`config.mk`:
```
export PLATFORM = sky130hd
export DESIGN_NAME = gregorian_date_difference_unit
export DESIGN_NICKNAME = d
export VERILOG_FILES = /design/src/rtl/gdd_pkg.sv /design/src/rtl/gdd_ctrl.sv /design/src/rtl/gdd_datapath.sv /design/src/rtl/gregorian_date_difference_unit.sv
export SDC_FILE = /design/constraint.sdc
export NUM_CORES = 1
export LEC_CHECK = 0
export BUFFER_PORTS_ARGS = -buffer_cell sky130_fd_sc_hd__buf_4
export CELL_PAD_IN_SITES_DETAIL_PLACEMENT = 0
export CELL_PAD_IN_SITES_GLOBAL_PLACEMENT = 1
export CORE_MARGIN = 5
export CORE_UTILIZATION = 46
export DETAILED_ROUTE_END_ITERATION = 7
export PLACE_DENSITY_LB_ADDON = 0.1
export SYNTH_ARGS = -nofsm -noshare
export SYNTH_HDL_FRONTEND = slang
export SYNTH_HIERARCHICAL = 1
export SYNTH_SLANG_ARGS = --single-unit
```
`constraint.sdc`:
```
create_clock -name clk -period 7.9 [get_ports clk]
set_input_delay 0.395 -clock clk [delete_from_list [all_inputs] [get_ports clk]]
set_output_delay 0.395 -clock clk [all_outputs]
set_load 0.05 [all_outputs]
```
`src/rtl/gdd_pkg.sv`:
```
// ----------------------------------------------------------------------------
// gdd_pkg: shared types, constants and calendar tables
// Types for the controller-to-datapath command and status, the sequencer
// state and step codes, and the Gregorian month tables.
// ----------------------------------------------------------------------------
`default_nettype none

package gdd_pkg;

    localparam int YEAR_W   = 14;
    localparam int MONTH_W  = 4;
    localparam int DAY_W    = 5;
    localparam int COUNT_W  = 22;
    localparam int DNUM_W   = 23;   // day number of any 14-bit year fits here
    localparam int PART_W   = 14;   // small terms of the day number
    localparam int MUL_A_W  = 15;   // year plus 399 still fits
    localparam int MUL_B_W  = 13;
    localparam int PROD_W   = MUL_A_W + MUL_B_W;
    localparam int QUOT_W   = 9;    // year / 100 for any 15-bit operand

    // floor(x / 100) = (x * RECIP_100) >> RECIP_SHIFT for every x below 2**15.
    localparam logic [MUL_B_W-1:0] RECIP_100     = 13'd5243;
    localparam int                 RECIP_SHIFT   = 19;
    localparam logic [MUL_B_W-1:0] DAYS_PER_YEAR = 13'd365;

    localparam logic [COUNT_W-1:0] COUNT_MAX = {COUNT_W{1'b1}};

    localparam logic [MONTH_W-1:0] MONTH_FEB = 4'd2;
    localparam logic [MONTH_W-1:0] MONTH_DEC = 4'd12;

    // Sequencer states.
    typedef enum logic [2:0] {
        ST_IDLE,
        ST_Q0,
        ST_Q1,
        ST_Q2,
        ST_Q3,
        ST_SUM,
        ST_DONE
    } state_t;

    // Datapath step selected by the controller.
    typedef enum logic [2:0] {
        STEP_NONE,
        STEP_Q0,
        STEP_Q1,
        STEP_Q2,
        STEP_Q3,
        STEP_SUM
    } step_t;

    typedef struct packed {
        logic  load;       // capture the input request
        step_t step;       // day number sequence step
        logic  date_sel;   // 0: start date, 1: end date
        logic  emit;       // write the result register
    } cmd_t;

    typedef struct packed {
        logic out_busy;    // result register holds an untaken result
    } status_t;

    // Length of a month; zero for a month code outside 1 to 12.
    function automatic logic [DAY_W-1:0] month_days(
        input logic [MONTH_W-1:0] month,
        input logic               leap
    );
        logic [DAY_W-1:0] n;
        case (month)
            4'd1, 4'd3, 4'd5, 4'd7, 4'd8, 4'd10, 4'd12: n = 5'd31;
            4'd4, 4'd6, 4'd9, 4'd11:                    n = 5'd30;
            4'd2:                                       n = leap ? 5'd29 : 5'd28;
            default:                                    n = 5'd0;
        endcase
        return n;
    endfunction

    // Days in the months before the given one in a common year.
    function automatic logic [8:0] days_before_month(input logic [MONTH_W-1:0] month);
        logic [8:0] n;
        case (month)
            4'd2:    n = 9'd31;
            4'd3:    n = 9'd59;
            4'd4:    n = 9'd90;
            4'd5:    n = 9'd120;
            4'd6:    n = 9'd151;
            4'd7:    n = 9'd181;
            4'd8:    n = 9'd212;
            4'd9:    n = 9'd243;
            4'd10:   n = 9'd273;
            4'd11:   n = 9'd304;
            4'd12:   n = 9'd334;
            default: n = 9'd0;
        endcase
        return n;
    endfunction

endpackage

`default_nettype wire

```
`src/rtl/gdd_ctrl.sv`:
```
// ----------------------------------------------------------------------------
// gdd_ctrl: sequencer for the date difference unit
// Steps the datapath through the day number sequence for the start date and
// then the end date, and hands the result to the output register.
// ----------------------------------------------------------------------------
`default_nettype none

module gdd_ctrl
    import gdd_pkg::*;
(
    input  wire logic    clk,
    input  wire logic    rst_n,
    input  wire logic    in_valid,
    output logic         in_ready,
    input  wire logic    out_ready,
    input  wire status_t status,
    output cmd_t         cmd
);

    state_t state_reg, state_next;
    logic   sel_reg, sel_next;

    // State and date select registers.
    always_ff @(posedge clk or negedge rst_n)
    begin
        if (!rst_n)
        begin
            state_reg <= ST_IDLE;
            sel_reg   <= 1'b0;
        end
        else
        begin
            state_reg <= state_next;
            sel_reg   <= sel_next;
        end
    end

    // Next state and commands.
    always_comb
    begin
        state_next   = state_reg;
        sel_next     = sel_reg;
        in_ready     = 1'b0;
        cmd.load     = 1'b0;
        cmd.step     = STEP_NONE;
        cmd.date_sel = sel_reg;
        cmd.emit     = 1'b0;
        case (state_reg)
            ST_IDLE:
            begin
                in_ready = 1'b1;
                if (in_valid)
                begin
                    cmd.load   = 1'b1;
                    sel_next   = 1'b0;
                    state_next = ST_Q0;
                end
            end
            ST_Q0:
            begin
                cmd.step   = STEP_Q0;
                state_next = ST_Q1;
            end
            ST_Q1:
            begin
                cmd.step   = STEP_Q1;
                state_next = ST_Q2;
            end
            ST_Q2:
            begin
                cmd.step   = STEP_Q2;
                state_next = ST_Q3;
            end
            ST_Q3:
            begin
                cmd.step   = STEP_Q3;
                state_next = ST_SUM;
            end
            ST_SUM:
            begin
                cmd.step = STEP_SUM;
                if (sel_reg)
                begin
                    state_next = ST_DONE;
                end
                else
                begin
                    sel_next   = 1'b1;
                    state_next = ST_Q0;
                end
            end
            ST_DONE:
            begin
                // Wait until the result register is free or being emptied.
                if (!status.out_busy || out_ready)
                begin
                    cmd.emit   = 1'b1;
                    state_next = ST_IDLE;
                end
            end
            default:
            begin
                state_next = ST_IDLE;
            end
        endcase
    end

endmodule

`default_nettype wire

```
`src/rtl/gdd_datapath.sv`:
```
// ----------------------------------------------------------------------------
// gdd_datapath: day number datapath for the date difference unit
// Holds the request, a shared multiplier for the year terms, the leap and
// validity checks, both day numbers and the result register.
// ----------------------------------------------------------------------------
`default_nettype none

module gdd_datapath
    import gdd_pkg::*;
(
    input  wire logic               clk,
    input  wire logic               rst_n,
    input  wire cmd_t               cmd,
    output status_t                 status,
    input  wire logic               cfg_wr_en,
    input  wire logic               cfg_wr_data,
    input  wire logic [YEAR_W-1:0]  start_year,
    input  wire logic [MONTH_W-1:0] start_month,
    input  wire logic [DAY_W-1:0]   start_day,
    input  wire logic [YEAR_W-1:0]  end_year,
    input  wire logic [MONTH_W-1:0] end_month,
    input  wire logic [DAY_W-1:0]   end_day,
    output logic                    out_valid,
    input  wire logic               out_ready,
    output logic [COUNT_W-1:0]      day_count,
    output logic                    date_error
);

    logic                include_end_day_reg;
    logic [YEAR_W-1:0]   sy_reg, ey_reg;
    logic [MONTH_W-1:0]  sm_reg, em_reg;
    logic [DAY_W-1:0]    sd_reg, ed_reg;
    logic [PROD_W-1:0]   prod_reg;
    logic                leap_reg;
    logic                err_reg;
    logic [6:0]          n400_reg;
    logic [PART_W-1:0]   part_reg;
    logic [DNUM_W-1:0]   dn_start_reg, dn_end_reg;
    logic                out_valid_reg;
    logic [COUNT_W-1:0]  count_reg;
    logic                error_reg;

    logic [YEAR_W-1:0]   y;
    logic [MONTH_W-1:0]  m;
    logic [DAY_W-1:0]    d;
    logic [MUL_A_W-1:0]  mul_a;
    logic [MUL_B_W-1:0]  mul_b;
    logic [QUOT_W-1:0]   quot;
    logic [15:0]         quot_x100;
    logic                div100;
    logic                leap;
    logic [DAY_W-1:0]    mdays;
    logic                date_ok;
    logic [12:0]         y_div4;
    logic [PART_W-1:0]   part;
    logic [DNUM_W-1:0]   dnum;
    logic [DNUM_W-1:0]   diff;
    logic [DNUM_W:0]     total;
    logic [COUNT_W-1:0]  count;

    // Configuration register.
    always_ff @(posedge clk or negedge rst_n)
    begin
        if (!rst_n)
        begin
            include_end_day_reg <= 1'b0;
        end
        else if (cfg_wr_en)
        begin
            include_end_day_reg <= cfg_wr_data;
        end
    end

    // Request capture.
    always_ff @(posedge clk)
    begin
        if (cmd.load)
        begin
            sy_reg <= start_year;
            sm_reg <= start_month;
            sd_reg <= start_day;
            ey_reg <= end_year;
            em_reg <= end_month;
            ed_reg <= end_day;
        end
    end

    // Date under work.
    assign y = cmd.date_sel ? ey_reg : sy_reg;
    assign m = cmd.date_sel ? em_reg : sm_reg;
    assign d = cmd.date_sel ? ed_reg : sd_reg;

    // Shared multiplier operands: three divisions by 100, then the year times 365.
    always_comb
    begin
        mul_a = '0;
        mul_b = '0;
        case (cmd.step)
            STEP_Q0:
            begin
                mul_a = MUL_A_W'(y);
                mul_b = RECIP_100;
            end
            STEP_Q1:
            begin
                mul_a = MUL_A_W'(y) + MUL_A_W'(399);
                mul_b = RECIP_100;
            end
            STEP_Q2:
            begin
                mul_a = MUL_A_W'(y) + MUL_A_W'(99);
                mul_b = RECIP_100;
            end
            STEP_Q3:
            begin
                mul_a = MUL_A_W'(y);
                mul_b = DAYS_PER_YEAR;
            end
            default:
            begin
                mul_a = '0;
                mul_b = '0;
            end
        endcase
    end

    always_ff @(posedge clk)
    begin
        prod_reg <= PROD_W'(mul_a) * PROD_W'(mul_b);
    end

    // Quotient of the previous division by 100.
    assign quot = prod_reg[PROD_W-1:RECIP_SHIFT];

    // Leap year: divisible by 4 and not by 100, or by 100 with a quotient divisible by 4.
    assign quot_x100 = {1'b0, quot, 6'b0} + {2'b0, quot, 5'b0} + {5'b0, quot, 2'b0};
    assign div100    = (quot_x100 == {2'b0, y});
    assign leap      = div100 ? (quot[1:0] == 2'b00) : (y[1:0] == 2'b00);

    // Date check with the leap flag of this year.
    assign mdays   = month_days(m, leap_reg);
    assign date_ok = (mdays != '0) && (d != '0) && (d <= mdays);

    // Small terms: (y+3)/4-(y+99)/100+(y+399)/400 + days before month + leap day + d - 1.
    assign y_div4 = 13'((MUL_A_W'(y) + MUL_A_W'(3)) >> 2);
    assign part   = PART_W'(y_div4) - PART_W'(quot) + PART_W'(n400_reg)
                  + PART_W'(days_before_month(m))
                  + PART_W'(leap_reg && (m > MONTH_FEB) && (m <= MONTH_DEC))
                  + PART_W'(d) - PART_W'(1);

    assign dnum = prod_reg[DNUM_W-1:0] + DNUM_W'(part_reg);

    // Sequence registers.
    always_ff @(posedge clk)
    begin
        if (cmd.load)
        begin
            err_reg <= 1'b0;
        end
        case (cmd.step)
            STEP_Q1:
            begin
                leap_reg <= leap;
            end
            STEP_Q2:
            begin
                n400_reg <= quot[QUOT_W-1:2];
                if (!date_ok)
                begin
                    err_reg <= 1'b1;
                end
            end
            STEP_Q3:
            begin
                part_reg <= part;
            end
            STEP_SUM:
            begin
                if (cmd.date_sel)
                begin
                    dn_end_reg <= dnum;
                end
                else
                begin
                    dn_start_reg <= dnum;
                end
            end
            default:
            begin
            end
        endcase
    end

    // Difference, end day adjustment and saturation.
    assign diff  = (dn_start_reg < dn_end_reg) ? (dn_end_reg - dn_start_reg) : '0;
    assign total = {1'b0, diff} + (DNUM_W+1)'(include_end_day_reg);

    always_comb
    begin
        if (err_reg)
        begin
            count = '0;
        end
        else if (total > (DNUM_W+1)'(COUNT_MAX))
        begin
            count = COUNT_MAX;
        end
        else
        begin
            count = total[COUNT_W-1:0];
        end
    end

    // Result register.
    always_ff @(posedge clk or negedge rst_n)
    begin
        if (!rst_n)
        begin
            out_valid_reg <= 1'b0;
        end
        else if (cmd.emit)
        begin
            out_valid_reg <= 1'b1;
        end
        else if (out_ready)
        begin
            out_valid_reg <= 1'b0;
        end
    end

    always_ff @(posedge clk)
    begin
        if (cmd.emit)
        begin
            count_reg <= count;
            error_reg <= err_reg;
        end
    end

    assign status.out_busy = out_valid_reg;
    assign out_valid       = out_valid_reg;
    assign day_count       = count_reg;
    assign date_error      = error_reg;

endmodule

`default_nettype wire

```
`src/rtl/gregorian_date_difference_unit.sv`:
```
// ----------------------------------------------------------------------------
// gregorian_date_difference_unit: days between two Gregorian dates
// Top level: sequencer and day number datapath.
// ----------------------------------------------------------------------------
// Usage:
// A request carries a start and an end date (year, month, day) on the input
// channel (in_valid / in_ready). The result (day_count, date_error) appears
// on the output channel (out_valid / out_ready).
// Each date is turned into a day number in the steps Q0, Q1, Q2, Q3 and SUM
// on one shared multiplier (three divisions by 100 by reciprocal, then year
// times 365); the difference is formed combinationally from both day numbers
// and written to the output register. A new request is accepted the cycle
// after the result is written, so the block handles one request at a time.
// A finished result waits in its output register; if the receiver stalls,
// the next request still runs and holds in its last step until the output
// register is free.
// An invalid month or day sets date_error with a count of 0.
// include_end_day is written through cfg_wr_en / cfg_wr_data; the user must
// write it only while idle, as the block does not enforce this. Reset clears
// the sequencer, the output valid and include_end_day.
`default_nettype none

module gregorian_date_difference_unit
    import gdd_pkg::*;
(
    input  wire logic               clk,
    input  wire logic               rst_n,
    input  wire logic               cfg_wr_en,
    input  wire logic               cfg_wr_data,
    input  wire logic               in_valid,
    output logic                    in_ready,
    input  wire logic [YEAR_W-1:0]  start_year,
    input  wire logic [MONTH_W-1:0] start_month,
    input  wire logic [DAY_W-1:0]   start_day,
    input  wire logic [YEAR_W-1:0]  end_year,
    input  wire logic [MONTH_W-1:0] end_month,
    input  wire logic [DAY_W-1:0]   end_day,
    output logic                    out_valid,
    input  wire logic               out_ready,
    output logic [COUNT_W-1:0]      day_count,
    output logic                    date_error
);

    cmd_t    cmd;
    status_t status;

    // Sequencer.
    gdd_ctrl u_ctrl (
        .clk       (clk),
        .rst_n     (rst_n),
        .in_valid  (in_valid),
        .in_ready  (in_ready),
        .out_ready (out_ready),
        .status    (status),
        .cmd       (cmd)
    );

    // Datapath.
    gdd_datapath u_datapath (
        .clk         (clk),
        .rst_n       (rst_n),
        .cmd         (cmd),
        .status      (status),
        .cfg_wr_en   (cfg_wr_en),
        .cfg_wr_data (cfg_wr_data),
        .start_year  (start_year),
        .start_month (start_month),
        .start_day   (start_day),
        .end_year    (end_year),
        .end_month   (end_month),
        .end_day     (end_day),
        .out_valid   (out_valid),
        .out_ready   (out_ready),
        .day_count   (day_count),
        .date_error  (date_error)
    );

endmodule

`default_nettype wire

```
### After elaboration in Yosys (flattened, before gate mapping)

Memories as Yosys holds them, arrays and structs flattened.
Index checks and enable logic that the tools add are counted.

| storage, ports and cells | value |
|---|---|
| output and inout port bits | 25 |
| word-level logic and storage cells | 115 |
| register bits | 172 |
| ROM bits | 144 |
| memories | 1 |
| input bits | 52 |

Memories:

| name | words | width | rd ports | clocked after memory_dff | wr ports | RTL line | RTL |
|---|---|---|---|---|---|---|---|
| (no name shown) | 16 | 9 | 1 | 0 | 0 | gdd_pkg.sv:81 | `case (month)` |

| cells by class | value |
|---|---|
| add/subtract/negate cells | 14 |
| order comparisons | 5 |
| muxes and demuxes | 27 |
| reductions and logical operators | 21 |
| eq/ne operators | 26 |
| bitwise gates (word level) | 1 |
| $mul | 1 |

Operators by type and width:

| cell | count |
|---|---|
| $pmux W15 S3 | 1 |
| $mul A15 B13 Y28 | 1 |
| $pmux W13 S2 | 1 |
| $add A23 B1 Y24 | 1 |
| $gt A24 B22 Y1 const B | 1 |
| $add A23 B14 Y23 | 1 |
| $lt A23 B23 Y1 | 1 |
| $mux W23 | 1 |
| $sub A23 B23 Y23 | 1 |
| $mux W22 | 1 |
| $pmux W3 S7 | 1 |
| $eq A4 B4 Y1 const B | 5 |
| $add A15 B14 Y16 | 1 |
| $add A16 B11 Y16 | 1 |
| $eq A16 B14 Y1 | 1 |
| $eq A4 B3 Y1 const B | 4 |
| $add A14 B2 Y15 const B | 1 |
| $add A14 B7 Y15 const B | 1 |
| $add A14 B9 Y15 const B | 1 |
| $eq A3 B3 Y1 const B | 5 |
| $pmux W3 S5 | 1 |
| $pmux W5 S3 | 1 |
| $add A14 B1 Y14 | 1 |
| $add A14 B5 Y14 | 1 |
| 32 further kinds | 60 |

### Logic depth before layout (Yosys ltp)

Gate-level depths: netlist of the first run.

| logic depth | value |
|---|---|
| word-level depth | 9 |
| gate-level depth with buffers | 37 |
| mapped depth without buffers | 36 |

### Cells and area by module

The synthesis of the first run kept the hierarchy.

By module, submodules not included:

| module | cells an instance | times used | seq. area each (µm²) | area an instance (µm²) |
|---|---|---|---|---|
| gdd_datapath | 1637 | 1 | 4744.6 | 16354.4 |
| gdd_ctrl | 36 | 1 | 100.1 | 350.3 |

### Worst setup path after synthesis of the first run

No wires, ideal clock.

| timing path | value |
|---|---|
| kind | reg2reg |
| start point | register u_ctrl.sel_reg |
| end point | register u_datapath.prod_reg[27] |
| required time | 7.828 ns |
| setup time | 0.072 ns |
| buffers on the path | 5 |
| period minus slack after synthesis | 8.607 ns |
| stages on the path, launching flop included | 34 |
| setup slack | -0.707 ns |
| data arrival time | 8.535 ns |
| path through | dfrtp_1 -> buf_4 -> clkbuf_1 -> buf_1 -> buf_1 -> buf_1 -> mux2i_1 -> ha_1 -> o21ai_0 -> a31oi_1 -> o21ai_0 -> a41oi_1 -> nor3_1 -> xnor2_1 -> a22oi_1 -> fa_1 -> inv_1 -> ha_1 -> fa_1 -> fa_1 -> inv_1 -> fa_1 -> inv_1 -> ha_1 -> nand2_1 -> nand2b_1 -> a21o_1 -> a21o_1 -> a21o_1 -> a21oi_1 -> o31a_1 -> o211ai_1 -> a21oi_1 -> xnor2_1 |

| on the way | value |
|---|---|
| cells in the longest elaborated chain, start to end | 4 |
| elaborated cells between the ends (all ways) | 5 |
| those cells by class | add/sub: 2; mul: 1; mux: 2 |

RTL lines:

| item | RTL line | RTL |
|---|---|---|
| start, declared | gdd_ctrl.sv:21 | `logic sel_reg, sel_next;` |
| start signal, assigned | gdd_ctrl.sv:34 | `sel_reg <= sel_next;` |
| $mux W14 * | gdd_datapath.sv:89 | `assign y = cmd.date_sel ? ey_reg : sy_reg;` |
| $add A14 B7 Y15 / $add A14 B9 Y15 (equally long branches) | gdd_datapath.sv:111, gdd_datapath.sv:106 |  |
| $pmux W15 S3 * | gdd_datapath.sv:98 | `case (cmd.step)` |
| $mul A15 B13 Y28 * | gdd_datapath.sv:129 | `prod_reg <= PROD_W'(mul_a) * PROD_W'(mul_b);` |
| end signal, assigned | gdd_datapath.sv:129 |  |
| end, declared | gdd_datapath.sv:33 | `logic [PROD_W-1:0] prod_reg;` |

Mark *: on every way between the ends. The rest lies on a longest branch, timed or not.
A chain may end at the register's enable or synchronous reset.

==> metrics.txt, run 1 <==
initial antenna violation count=1; worst reg2reg endpoint=u_datapath/prod_reg[26]$_DFF_P_; final hold vios=0; HP Class=input port to flop; first-pass GRT wire length=64,300 um; number of synthesized flops with an enable pin=137; Ys Warns=6; Main synth FF type=edfxtp_1; CP bufs+invs=8; Worst Skew=16.2 ps; share of the synthesized area in the top cell type=24.6%; register area share after synthesis=29.0%; Worst Path Max Fanout=5; r2r startpoint=u_ctrl/state_reg[1]$_DFFE_PN0P_; vias per cell=5.29; Synth Net Count=2,051; Critical Path Max Stage Delay=540 ps; Vias=12.0k; measured slew at the worst slew-check pin=1180 ps; DP HPWL=32,900 um; # DRC=0; First DRT Iteration DRCs=503; post-route setup slack=383 ps; Critical-path top delay cell=fa_1; clock-pin transition on the worst setup and hold timing paths=70 ps; wire per inst=17.2 um; DIE WIDTH=201 um; P&R area growth vs syn=13.8%; gr ovfl total=0; crit-path leading delay family=adder cells; core area=35,700 sq um; R2R depth=34; outcome=finished clean; Initial Utilization=46.7%; Final TNS setup=0 ps; RePlAce Congestion=0.866; total CTS buffers=17; clk buf depth=2; FP Rows=69; H-Tree Depth=4; cell mode on critical path=fa_1; Placement Setup Slack=-76.3 ps; CTS tree=done; # setup viols final=0; ant diodes=0; layout cell share with drive strength beyond 1=14.6%; f_max=0.133 GHz; Max Slew Vio Count=0; async set or reset register ratio after synthesis=3.49%; Worst Setup SP=u_ctrl/state_reg[1]$_DFFE_PN0P_; Worst-Skew Late Latency=450 ps; distinct cell type count after synthesis=92; vias in the first global route=12.4k; critical path endpoint category=flop; synthesized area per cell=9.98 sq um; ANT nets after route=0; Critical Path AT=7850 ps; Port-buffer cells=76; IO Pins=77; Gate Count Post-Synth=1,673; largest net degree at the start of global routing=48; drt total wl=39,300 um; DRT Pass-1 Iters=5; post-synth top area cell=edfxtp_1; Synth area leaders=edfxtp_1, fa_1, ha_1; critical path start-end classification=flop to flop; MaxCap Viol Count=0; CP Launch Type=flop; Seq cells post-synth=172; commonest non-fill, non-tap cell in the layout=inv_1; final worst path period need=7520 ps; Final #Nets=2,183; clk root buf=clkbuf_16; commonest non-fill, non-tap cells in the layout=inv_1, ha_1, buf_4, edfxtp_1, fa_1; DIE AREA=40,200 sq um; Worst path depth=34; CP required=8240 ps; crit path to=u_datapath/prod_reg[26]$_DFF_P_; Post-Syn Area=16,700 sq um; r2r setup slk=380 ps; Max-slew headroom=21.3%; Clock Sinks=172; post-route clock period utilization=95.2%; utilization after layout=53.2%; Die Height=201 um; GRT Total Usage=19.8%; Largest register FFs=28
## Yosys cell counts (5+ instances only)
library cell  count
a21boi_0          7
mux2_2           15
ha_1            199
nor2b_1          20
a21o_1           33
xor2_1           26
o21a_1           12
a21oi_1          74
nand2_1         104
nand3_1          31
buf_2             7
fa_1            127
a22oi_1           8
dfxtp_1          29
o22ai_1           9
a211oi_1         13
and3_1           10
inv_1           274
o2111ai_1         5
and2_1           10
dfrtp_1           6
nor2_1          102
buf_4             5
clkbuf_1         21
xnor2_1          86
a21oi_2          10
o211ai_1          7
or3_1             6
nand2b_1         18
a2111oi_0         6
edfxtp_1        137
nand4_1          10
a311oi_1          5
o21bai_1         10
o21ai_0          52
nor4_1            5
a31oi_1          12
nor3_1           28
mux2i_1          23
## through the flow
step,hold WS (ps),cells,cell area [sq um]
after floorplan,99.4,1673,16700
after global placement,210,2240,18200
after detailed placement,211,2240,18200
after CTS,90.5,2275,18800
after global routing,94.7,2279,19000
final,118,2279,19000
## routing by layer
layer	global-route usage (%)	vias up	routed length, um
li1	-	6023	-
met1	25.6	5829	17100
met2	35.6	162	20500
met3	2.55	31	1180
met4	4.50	2	505
met5	0	-	7
## what timing repair did
action | in CTS | in global routing
pin swaps | 0 | 13
setup endpoints to repair | 6 | 12
setup buffers | 2 | 4
gates resized for setup | 2 | 30
endpoints found under the hold margin | 6 | 0
hold buffers | 1 | 0
## cells by family after synthesis
logic type | Yosys count | share of synthesized area [%]
AND/OR/NAND/NOR | 379 | 11.3
adder cells (fa/ha/maj) | 329 | 30.3
AO/OA/AOI/OAI | 321 | 13.3
buffers and inverters | 318 | 7.51
flip-flops | 172 | 29.0
XOR/XNOR | 112 | 5.87
multiplexers | 40 | 2.66
other | 2 | 0.0450
## area by class of cell
type	count	area (sq um)
clock buffers	18	429
clock inverters	14	193
fillers	3272	16700
inverters	278	1050
multi-input cells	1183	10800
flip-flops and latches	172	4850
well taps	461	577
repair buffers	153	1150
## how the worst min path moves through the flow
stage | cells after the start | slack, ps | start | end
floorplan | 0 | 100 | rst_n | u_ctrl/sel_reg$_DFFE_PN0P_
global placement | 1 | 210 | rst_n | u_datapath/include_end_day_reg$_DFFE_PN0P_
detailed placement | 1 | 210 | rst_n | u_datapath/out_valid$_DFFE_PN0P_
CTS | 1 | 90 | end_year[12] | u_datapath/ey_reg[12]$_DFFE_PP_
global route | 1 | 90 | start_day[3] | u_datapath/sd_reg[3]$_DFFE_PP_
finish | 1 | 120 | start_year[12] | u_datapath/sy_reg[12]$_DFFE_PP_
Power of run 1 is not shown: default switching activity piles up to over one toggle a cycle in this logic, so the estimate is an artifact.
==> run 2, diff against run 1 <==
--- a/config.mk
+++ b/config.mk
@@ -5,13 +5,14 @@
 export SDC_FILE = /design/constraint.sdc
 export NUM_CORES = 1
 export LEC_CHECK = 0
-export BUFFER_PORTS_ARGS = -buffer_cell sky130_fd_sc_hd__buf_4
 export CELL_PAD_IN_SITES_DETAIL_PLACEMENT = 0
 export CELL_PAD_IN_SITES_GLOBAL_PLACEMENT = 1
 export CORE_MARGIN = 5
-export CORE_UTILIZATION = 46
+export CORE_UTILIZATION = 47
 export DETAILED_ROUTE_END_ITERATION = 7
+export DONT_BUFFER_PORTS = 1
 export PLACE_DENSITY_LB_ADDON = 0.1
+export SKIP_CTS_REPAIR_TIMING = 1
 export SYNTH_ARGS = -nofsm -noshare
 export SYNTH_HDL_FRONTEND = slang
 export SYNTH_HIERARCHICAL = 1
==> metrics.txt, run 2 (same netlist as run 1, synthesis figures left out) <==
outcome=finished clean; Critical Path AT=7860 ps; r2r startpoint=u_ctrl/state_reg[1]$_DFFE_PN0P_; ant diodes=0; f_max=0.133 GHz; Worst Skew=12.6 ps; Initial Utilization=47.3%; layout cell share with drive strength beyond 1=10.6%; # DRC=0; MaxCap Viol Count=0; crit-path leading delay family=adder cells; HP Class=input port to flop; commonest non-fill, non-tap cell in the layout=inv_1; initial antenna violation count=0; Worst-Skew Late Latency=440 ps; CTS tree=done; post-route clock period utilization=95.4%; final worst path period need=7530 ps; # setup viols final=0; utilization after layout=52.0%; measured slew at the worst slew-check pin=1140 ps; first-pass GRT wire length=61,900 um; core area=35,300 sq um; Final #Nets=2,100; Port-buffer cells=0; CP required=8230 ps; vias per cell=5.37; FP Rows=69; Clock Sinks=172; GRT Total Usage=20.2%; r2r setup slk=370 ps; First DRT Iteration DRCs=435; critical path start-end classification=flop to flop; clock-pin transition on the worst setup and hold timing paths=70 ps; IO Pins=77; H-Tree Depth=4; Max-slew headroom=24.1%; RePlAce Congestion=0.869; vias in the first global route=11.8k; CP Launch Type=flop; Vias=11.8k; commonest non-fill, non-tap cells in the layout=inv_1, ha_1, edfxtp_1, fa_1, nand2_1; Critical-path top delay cell=fa_1; Worst Hold Launch=start_year[9]; Worst Path Max Fanout=5; Max Slew Vio Count=0; gr ovfl total=0; Die Height=199 um; P&R area growth vs syn=9.92%; DIE WIDTH=199 um; Worst Setup SP=u_ctrl/state_reg[1]$_DFFE_PN0P_; DIE AREA=39,400 sq um; largest net degree at the start of global routing=48; DP HPWL=32,900 um; Largest register FFs=28; CP bufs+invs=8; final hold vios=0; Critical Path Max Stage Delay=550 ps; clk root buf=clkbuf_16; total CTS buffers=17; DRT Pass-1 Iters=5; clk buf depth=2; ANT nets after route=0; wire per inst=17.8 um; critical path endpoint category=flop; drt total wl=39,100 um; cell mode on critical path=inv_1
## run 2: cell types whose count changed in the layout (fill, tap and decap cells not counted), moves of 3 or more
cell | previous run | this run
buf_4 | 152 | 68
inv_6 | 1 | 6
o21ai_1 | 4 | 8
ha_4 | 3 | 0
o21ai_2 | 4 | 1
## run 2: cell type report
type                            count  area [sq um]
Inverter                          278          1050
Clock buffer                       18           429
Tap cell                          461           577
Timing Repair Buffer               70           532
Fill cell                        3209         16900
Sequential cell                   172          4850
Multi-Input combinational cell   1183         10700
Clock inverter                     14           203
## run 2: final timing paths
path                                                                    to  cells past startpoint
worst max-delay path                       u_datapath/prod_reg[26]$_DFF_P_                     35
worst min-delay path                        u_datapath/sy_reg[9]$_DFFE_PP_                      0
worst max register to register             u_datapath/prod_reg[26]$_DFF_P_                     35
worst min register to register        u_datapath/dn_start_reg[0]$_DFFE_PP_                      1
max in group asynchronous                       u_ctrl/sel_reg$_DFFE_PN0P_                      1
min in group asynchronous       u_datapath/include_end_day_reg$_DFFE_PN0P_                      1
## run 2: stage by stage
stage          area [sq um]  TNS, ps  setup WS (ps)  hold WS [ps]  std cells
6_report              18400        0            367          48.2       2196
5_1_grt               18400    -85.2          -35.2          19.3       2196
2_1_floorplan         16700        0           59.2          99.4       1673
3_3_place_gp          17600    -25.2          -25.2          99.6       2162
3_5_place_dp          17600     -265           -135          99.6       2162
4_1_cts               18200     -387           -170          -382       2194
## run 2: routing by layer
metal,up-vias,GRT usage [%],wire length (um)
met3,41,3.03,1110
met5,-,0,0
met4,0,5.40,758
met1,5727,25.2,16600
met2,170,36.7,20600
li1,5854,-,-
Power of run 2 is left out for the same reason.
==> run 3, diff against run 2 <==
--- a/config.mk
+++ b/config.mk
@@ -8,7 +8,7 @@
 export CELL_PAD_IN_SITES_DETAIL_PLACEMENT = 0
 export CELL_PAD_IN_SITES_GLOBAL_PLACEMENT = 1
 export CORE_MARGIN = 5
-export CORE_UTILIZATION = 47
+export CORE_UTILIZATION = 40
 export DETAILED_ROUTE_END_ITERATION = 7
 export DONT_BUFFER_PORTS = 1
 export PLACE_DENSITY_LB_ADDON = 0.1
==> metrics.txt, run 3 (same netlist as run 1, synthesis figures left out) <==
clk root buf=clkbuf_16; critical path start-end classification=flop to flop; # setup viols final=0; DIE WIDTH=214 um; Worst Path Max Fanout=6; Max Slew Vio Count=0; CP bufs+invs=7; met2 Track Usage GR=31.9%; ant diodes=0; ANT nets after route=0; f_max=0.132 GHz; M1 GR Usage=23.0%; Critical Path AT=7920 ps; vias in the first global route=11.9k; Die Height=214 um; Port-buffer cells=0; cell mode on critical path=fa_1; clk buf depth=2; wire per inst=17.8 um; post-route clock period utilization=95.7%; Max-slew headroom=25.6%; first-pass GRT wire length=65,400 um; Worst Skew=8.56 ps; multi-input logic area=10,800 sq um; commonest non-fill, non-tap cells in the layout=inv_1, ha_1, edfxtp_1, fa_1, nand2_1; commonest non-fill, non-tap cell in the layout=inv_1; IO Pins=77; measured slew at the worst slew-check pin=1120 ps; critical path endpoint category=flop; met3 Track Usage GR=2.81%; final worst path period need=7560 ps; H-Tree Depth=4; Fin Hold WS=68.5 ps; Initial Utilization=40.6%; gr ovfl total=0; CTS tree=done; FF/Latch Area=4850 sq um; DP HPWL=34,600 um; drt total wl=41,300 um; Critical-path top delay cell=fa_1; Post-Layout Cell Count=2,325; Final #Nets=2,158; Inst Count DP=2,242; RePlAce Congestion=0.874; core area=41,100 sq um; CP required=8260 ps; GRT Total Usage=18.0%; Critical Path Max Stage Delay=580 ps; HP Class=input port to flop; placed inst area=17,800 sq um; final hold vios=0; clock-pin transition on the worst setup and hold timing paths=70 ps; post-route cell area=19,000 sq um; GR peak layer=met2; # fillers=3,926; outcome=finished clean; Largest register FFs=28; layout cell share with drive strength beyond 1=11.1%; DRT Pass-1 Iters=5; crit-path leading delay family=adder cells; largest net degree at the start of global routing=48; Vias=12.1k; MaxCap Viol Count=0; DIE AREA=45,900 sq um; vias per cell=5.21; Clock Sinks=172; P&R area growth vs syn=13.6%; CP Launch Type=flop; Worst-Skew Late Latency=480 ps; FP Rows=74; initial antenna violation count=0; total CTS buffers=17; First DRT Iteration DRCs=547; # DRC=0
-- run 3: cell count changes in the layout (fill, tap and decap cells not counted), sizes merged --
cell         delta
clkbuf          +1
bufinv          -4
dlygate4sd3    +46
clkinv          +2
clkinvlp        +1
buf            +12
-- run 3: layout make-up --
class | count | share of cell area [%]
multi-input combinational | 1183 | 56.8
timing repair buffer | 128 | 5.70
clock buffer | 19 | 2.45
clock inverter | 13 | 0.547
inverter | 278 | 5.51
tap | 532 | 3.51
sequential | 172 | 25.5
-- run 3: final timing paths --
path | start | endpoint | slack [ps] | cells after the start
min in group asynchronous | rst_n | u_datapath/include_end_day_reg$_DFFE_PN0P_ | 230 | 1
setup / recovery | u_ctrl/state_reg[1]$_DFFE_PN0P_ | u_datapath/prod_reg[26]$_DFF_P_ | 340 | 33
max in group asynchronous | rst_n | u_ctrl/sel_reg$_DFFE_PN0P_ | 7420 | 1
hold reg to reg | u_datapath/prod_reg[25]$_DFF_P_ | u_datapath/n400_reg[4]$_DFFE_PN_ | 570 | 0
setup reg to reg | u_ctrl/state_reg[1]$_DFFE_PN0P_ | u_datapath/prod_reg[26]$_DFF_P_ | 340 | 33
hold / removal | cfg_wr_data | u_datapath/include_end_day_reg$_DFFE_PN0P_ | 70 | 1
-- run 3: metrics by stage --
step | setup TNS (ps) | setup WS [ps] | util (%)
6_report | 0 | 342 | 46.2
5_1_grt | -117 | -71.0 | 46.2
4_1_cts | -1150 | -222 | 44.6
3_5_place_dp | -813 | -181 | 43.2
3_3_place_gp | -91.4 | -51.9 | 43.2
2_1_floorplan | 0 | 59.2 | -
-- run 3: per-layer routing --
metal	part of all wire, %	vias to the layer above
met3	2.4	40
li1	-	5975
met4	1.9	0
met2	52	145
met1	44	5951
met5	0	-
Power of run 3 is left out for the same reason.
